<file path="src/rtl/core/fba_bitmap.sv">
// fba_bitmap: used-bit word memory, one read and one write port, read data registered
// rows not written since reset read as zero through per-row valid flops
`timescale 1ns / 1ps

module fba_bitmap #(
  parameter int NUM_WORDS = 128,
  parameter int WORD_BITS = 32,
  parameter int IDX_W     = 7
) (
  input  logic                 clk,
  input  logic                 rst_n,
  input  logic                 rd_en,
  input  logic [IDX_W-1:0]     rd_addr,
  output logic [WORD_BITS-1:0] rd_data,
  input  logic                 wr_en,
  input  logic [IDX_W-1:0]     wr_addr,
  input  logic [WORD_BITS-1:0] wr_data
);

  logic [WORD_BITS-1:0] mem [NUM_WORDS];
  logic [NUM_WORDS-1:0] row_vld_r;
  logic [WORD_BITS-1:0] rd_word_r;
  logic                 rd_vld_r;

  always_ff @(posedge clk) begin
    if (wr_en) begin
      mem[wr_addr] <= wr_data;
    end
    if (rd_en) begin
      rd_word_r <= mem[rd_addr];
    end
  end

  always_ff @(posedge clk) begin
    if (!rst_n) begin
      row_vld_r <= '0;
      rd_vld_r  <= 1'b0;
    end else begin
      if (wr_en) begin
        row_vld_r[wr_addr] <= 1'b1;
      end
      if (rd_en) begin
        rd_vld_r <= row_vld_r[rd_addr];
      end
    end
  end

  assign rd_data = rd_vld_r ? rd_word_r : '0;

endmodule

</file>
<file path="config.mk">
export PLATFORM = sky130hd
export DESIGN_NAME = fba_bitmap
export DESIGN_NICKNAME = d
export VERILOG_FILES = /design/src/rtl/core/fba_bitmap.sv
export SDC_FILE = /design/constraint.sdc
export NUM_CORES = 2
export LEC_CHECK = 0
export ABC_CLOCK_PERIOD_IN_PS = 3200
export BUFFER_PORTS_ARGS = -buffer_cell sky130_fd_sc_hd__buf_4
export CAP_MARGIN = 25
export CORE_ASPECT_RATIO = 0.9
export CORE_MARGIN = 2
export CORE_UTILIZATION = 43
export DETAILED_ROUTE_END_ITERATION = 7
export GPL_TIMING_DRIVEN = 1
export PLACE_DENSITY_LB_ADDON = 0.15
export RECOVER_POWER = 50
export SLEW_MARGIN = 20
export SYNTH_ARGS = -nofsm -noshare
export SYNTH_HDL_FRONTEND = slang
export SYNTH_SLANG_ARGS = --single-unit
</file>
<file path="constraint.sdc">
create_clock -name clk -period 3.2 [get_ports clk]
set_clock_uncertainty 0.2 [all_clocks]
set_input_delay 0.48 -clock clk [delete_from_list [all_inputs] [get_ports clk]]
set_output_delay 0.48 -clock clk [all_outputs]
set_load 0.1 [all_outputs]
</file>
# ---- After elaboration in Yosys (flattened, before gate mapping)
# Memory sizes are Yosys's and may differ from the RTL's. A register that Yosys moved wholly into a read port is not among the register bits.
# Index checks and enable logic that the tools add are counted.
dict set report classes {
  n_reduce_logical 1
  bitwise_logic 1
  order_cmp 3
  n_mux 7
}
# op n
set ops {}
lappend ops {{OR 128 bit} 1}
lappend ops {{two-way mux 32 bit} 1}
lappend ops {{< comparator 7 x 8 -> 1 bit (second input constant)} 2}
lappend ops {{binary-select mux 1 bit (select 7 bit)} 1}
lappend ops {{demux 1 bit (select 7 bit)} 1}
lappend ops {{>= comparator 7 x 1 -> 1 bit (second input constant)} 1}
lappend ops {{two-way mux 1 bit} 4}
lappend ops {{logical AND 1 bit} 1}
dict set report word_totals {
  n_memories 1
  input_bits 50
  mem_bits_rw 4096
  regBits 129
}
# memory depth width read_ports rd_clocked_by_memory_dff wr line_no
set memory_table {}
lappend memory_table {mem 128 32 1 1 1 20} ;# logic [WORD_BITS-1:0] mem [NUM_WORDS];

# ---- Logic depth before layout (Yosys ltp)
dict set report depth {
  depth_word 5
  mapped_depth 11
  depth_no_buf 6
}

# ---- Least setup slack after synthesis
# OpenSTA, ideal clock, no wires.
dict set report synth_path {
  path_type {input -> register}
  start {input port wr_addr[3]}
  end {memory mem[103][0], enable pin}
  path_slack_ps -321
  setup_time_ps 423
  cell_stages 4
  t_arrival_ps 2899
  required_ps 2577
  path_cell_list {clkbuf_1 > or4b_2 > clkbuf_1 > nor2_1}
}
# item line_no
set synth_rtl {}
lappend synth_rtl {{start: declaration} 16} ;# input logic [IDX_W-1:0] wr_addr,
lappend synth_rtl {{end: declaration} 20}
# Straight into the memory's write port.

# ---- Worst setup path in the final report
dict set report layout_path {
  start {input port wr_addr[1]}
  end {memory mem[117][24], enable pin}
}
# Straight into the memory's write port.

==> impl_metrics.py <==
metrics = {
    "die": {
        "start_util_pct": 43.2,
        "core_mm2": 0.374,
        "die-height_um": 585,
        "die_area_mm2": 0.381,
        "num_rows": 213,
        "num_io_pins": 82,
        "die-width_um": 650,
    },
    "clocking": {
        "clock_sinks": 4257,
        "cts_tree": "yes",
        "path_clk_slew_ps": 60,
        "cts.htree.levels": 5,
        "insertion_delay_ps": 990,
        "cts_inserted_buffers": 431,
        "ctsLongestPathBuffers": 4,
        "cts-root-buf": "clkbuf_16",
    },
    "cells_and_area": {
        "area_growth_pct": 18.7,
        "final_nets": 7477,
        "postLayoutCoreUtil_pct": 51.3,
        "drive_above_1_share_pct": 37.9,
        "fillers": 28800,
    },
    "pwr": {
        "p_int_w": 0.0935,
        "comb_power_share_pct": 5.9,
        "seqPwrFrac_pct": 51.5,
        "peakVddDrop_mv": 0.414,
        "switching_share_pct": 21.7,
        "powerDensity_mw_per_mm2": 623,
        "clock_power_share_pct": 42.5,
        "p_leak_nw": 60.2,
        "p_sw_w": 0.0259,
    },
    "setup_path": {
        "crit_chain": "dlygate4sd3_1 -> buf_4 -> nand4b_1 -> clkbuf_1 -> nor2_4 -> buf_12",
        "r2r-end": "rd_word_r[9]",
        "crit_required_ps": 3720,
        "cp-start-kind": "primary input",
        "crit_type": "primary input to flop",
        "cp-startpoint": "wr_addr[1]",
        "critPathMaxFanout": 12,
        "r2r_cells": 5,
        "cp_data_arrival_time_ps": 3690,
        "rr_startpoint": "mem[71][9]",
        "r2r_slack_ps": 130,
        "crit_cells": 6,
        "crit_family": "buffers and inverters",
        "max_stage_delay_ps": 1400,
        "crit_path_top_delay_cell": "clkbuf_1",
        "critPathCaptureType": "flop",
        "worstSetupEndpoint": "mem[117][24]",
        "cp_num_buf_inv": 4,
    },
    "logic_synthesis": {
        "syn-cell-area_mm2": 0.162,
        "syn_avg_cell_area_um2": 25.0,
        "synth_edf_count": 4128,
        "synth-seq-cells": 4257,
        "seq_area_frac_synth_pct": 78.3,
        "synth_ff_type": "edfxtp_1",
        "netlist_instances": 6465,
        "synthTopCellsByCount": "edfxtp_1, mux4_2, clkbuf_1",
        "synth_area_leader_cell": "edfxtp_1",
        "synthDominantCellAreaShare_pct": 76.7,
        "yosysWarnings": 0,
        "syn-num-nets": 6515,
        "synth-async-reset-ratio_pct": 0,
        "synth_area_leaders": "edfxtp_1, mux4_2, dfxtp_1",
        "yosysMostFrequentCell": "edfxtp_1",
        "synth_cell_type_count": 35,
    },
    "timing": {
        "rsz0062_at_grt": "no",
        "worstMarginPinSlew_ps": 2690,
        "hold_viol": 0,
        "finalSetupTns_ps": 0,
        "finalSetupViolCount": 0,
        "max_freq_mhz": 316,
        "period_minus_slack_ps": 3170,
        "slew_viol_final": 1623,
        "slew_headroom_pct": -79.3,
        "fin_crit_sh_pct": 98.9,
    },
    "global_route": {
        "overflow": 0,
        "grt_pass1_vias": 77500,
        "grt_antenna_before_repair": 78,
        "grt_pass1_wl_um": 653000,
        "grt_max_degree": 129,
        "grtUsageTotal_pct": 25.0,
    },
    "routing": {
        "wirelength_um": 479000,
        "antenna_left": 0,
        "via_per_inst": 6.12,
        "dr_total_vias": 78300,
        "drtIter0Drc": 10800,
        "drc": 0,
        "first_pass_iters": 5,
        "route.detailed.wl_per_inst_um": 37.4,
    },
    "outcome": {
        "status": "complete, but fails checks",
        "violations": "capacitance limit, slew limit",
    },
    "job": {
        "maxCapViolations": 27,
    },
    "placement": {
        "dp_hpwl_um": 290000,
        "place_congestion": 0.814,
        "portBuffers": 81,
    },
    "hold_path": {
        "min-delay-start": "wr_addr[3]",
        "min_path_type": "primary input to flop",
    },
}
[registers in the layout, summed over array words and instances (netlist names)]
| signal | count |
|---|---|
| mem | 4096 |
| rd_vld_r | 1 |
| rd_word_r | 32 |
| row_vld_r | 128 |
[cell families (layout without fill, tap and decap cells)]
group                  after synthesis  after routing  share of synthesized area, %
and+or+nand+nor                    327            327                         0.884
other                                0             53                             0
muxes                             1384           1384                          19.2
DFF                               4257           4257                          78.3
AOI/OAI and AO/OA                  141            141                         0.651
buffers and inverters              356           1688                         0.898
[layer usage]
layer	GRT usage (%)	wire length, um
met3	4.48	40200
met2	38.9	223000
met5	0	129
met4	6.16	12500
met1	37.1	203000
[placed cells by master, fill, tap and decap left out, types with 53 or more instances in the layout]
cell	instances
dfxtp_1	129
o21a_1	128
mux4_2	1375
nand2_1	113
buf_4	431
diode_2	53
clkinv_2	92
nor2_4	115
clkbuf_16	438
edfxtp_1	4128
clkinv_1	90
clkbuf_1	103
buf_12	296
[per-stage QoR]
| step | area [um^2] | cells | power [W] | setup slack [ps] | hold WS [ps] |
|---|---|---|---|---|---|
| global placement | 178000 | 11900 | 0.0697 | -981 | 241 |
| finish | 192000 | 12800 | 0.119 | 34.8 | 182 |
| CTS | 192000 | 12700 | 0.120 | 5.80 | 116 |
| floorplan | 162000 | 6465 | 0.0658 | -321 | 235 |
| global route | 192000 | 12800 | 0.123 | 59.1 | 174 |
| detailed placement | 178000 | 11900 | 0.0698 | -953 | 248 |
[worst min-delay path, delay by kind of cell]
family,cells,cell delay (ps)
buffers and inverters,3,500
and+or+nand+nor,2,200
[cell type report]
class | instances | area (um^2) | share of cell area [%]
tap | 4945 | 6190 | 3.23
sequential | 4257 | 127000 | 66.0
clock buffer | 525 | 11400 | 5.97
inverter | 6 | 27.5 | 0.0144
multi-input combinational | 1852 | 34400 | 17.9
clock inverter | 278 | 2790 | 1.45
timing repair buffer | 879 | 10200 | 5.33
antenna | 53 | 133 | 0.0692
[repair_timing]
action / in CTS / in global routing
endpoints found under the setup margin: 1 / 1
hold endpoints to repair: 1789 / 0
buffers inserted: 0 / 5
gates resized for setup: 1 / 3
hold buffers: 42 / 0
[how the worst min path moves through the flow]
stage	end	slack [ps]	cells after the start
6_report	mem[59][5]	180	5
5_1_grt	mem[116][18]	170	4
4_1_cts	mem[116][18]	120	4
3_5_place_dp	row_vld_r[44]	250	1
3_3_place_gp	row_vld_r[28]	240	1
2_1_floorplan	row_vld_r[59]	240	1
[power groups by stage]
stage                     Sequential [W]  Clock [W]  Combinational, W
after floorplan                   0.0626          0           0.00317
after global placement            0.0626          0           0.00708
after detailed placement          0.0627          0           0.00715
after CTS                         0.0615     0.0516           0.00722
after global routing              0.0615     0.0536           0.00735
final                             0.0615     0.0508           0.00707
No activity file was read; power rests on OpenSTA's default activity.
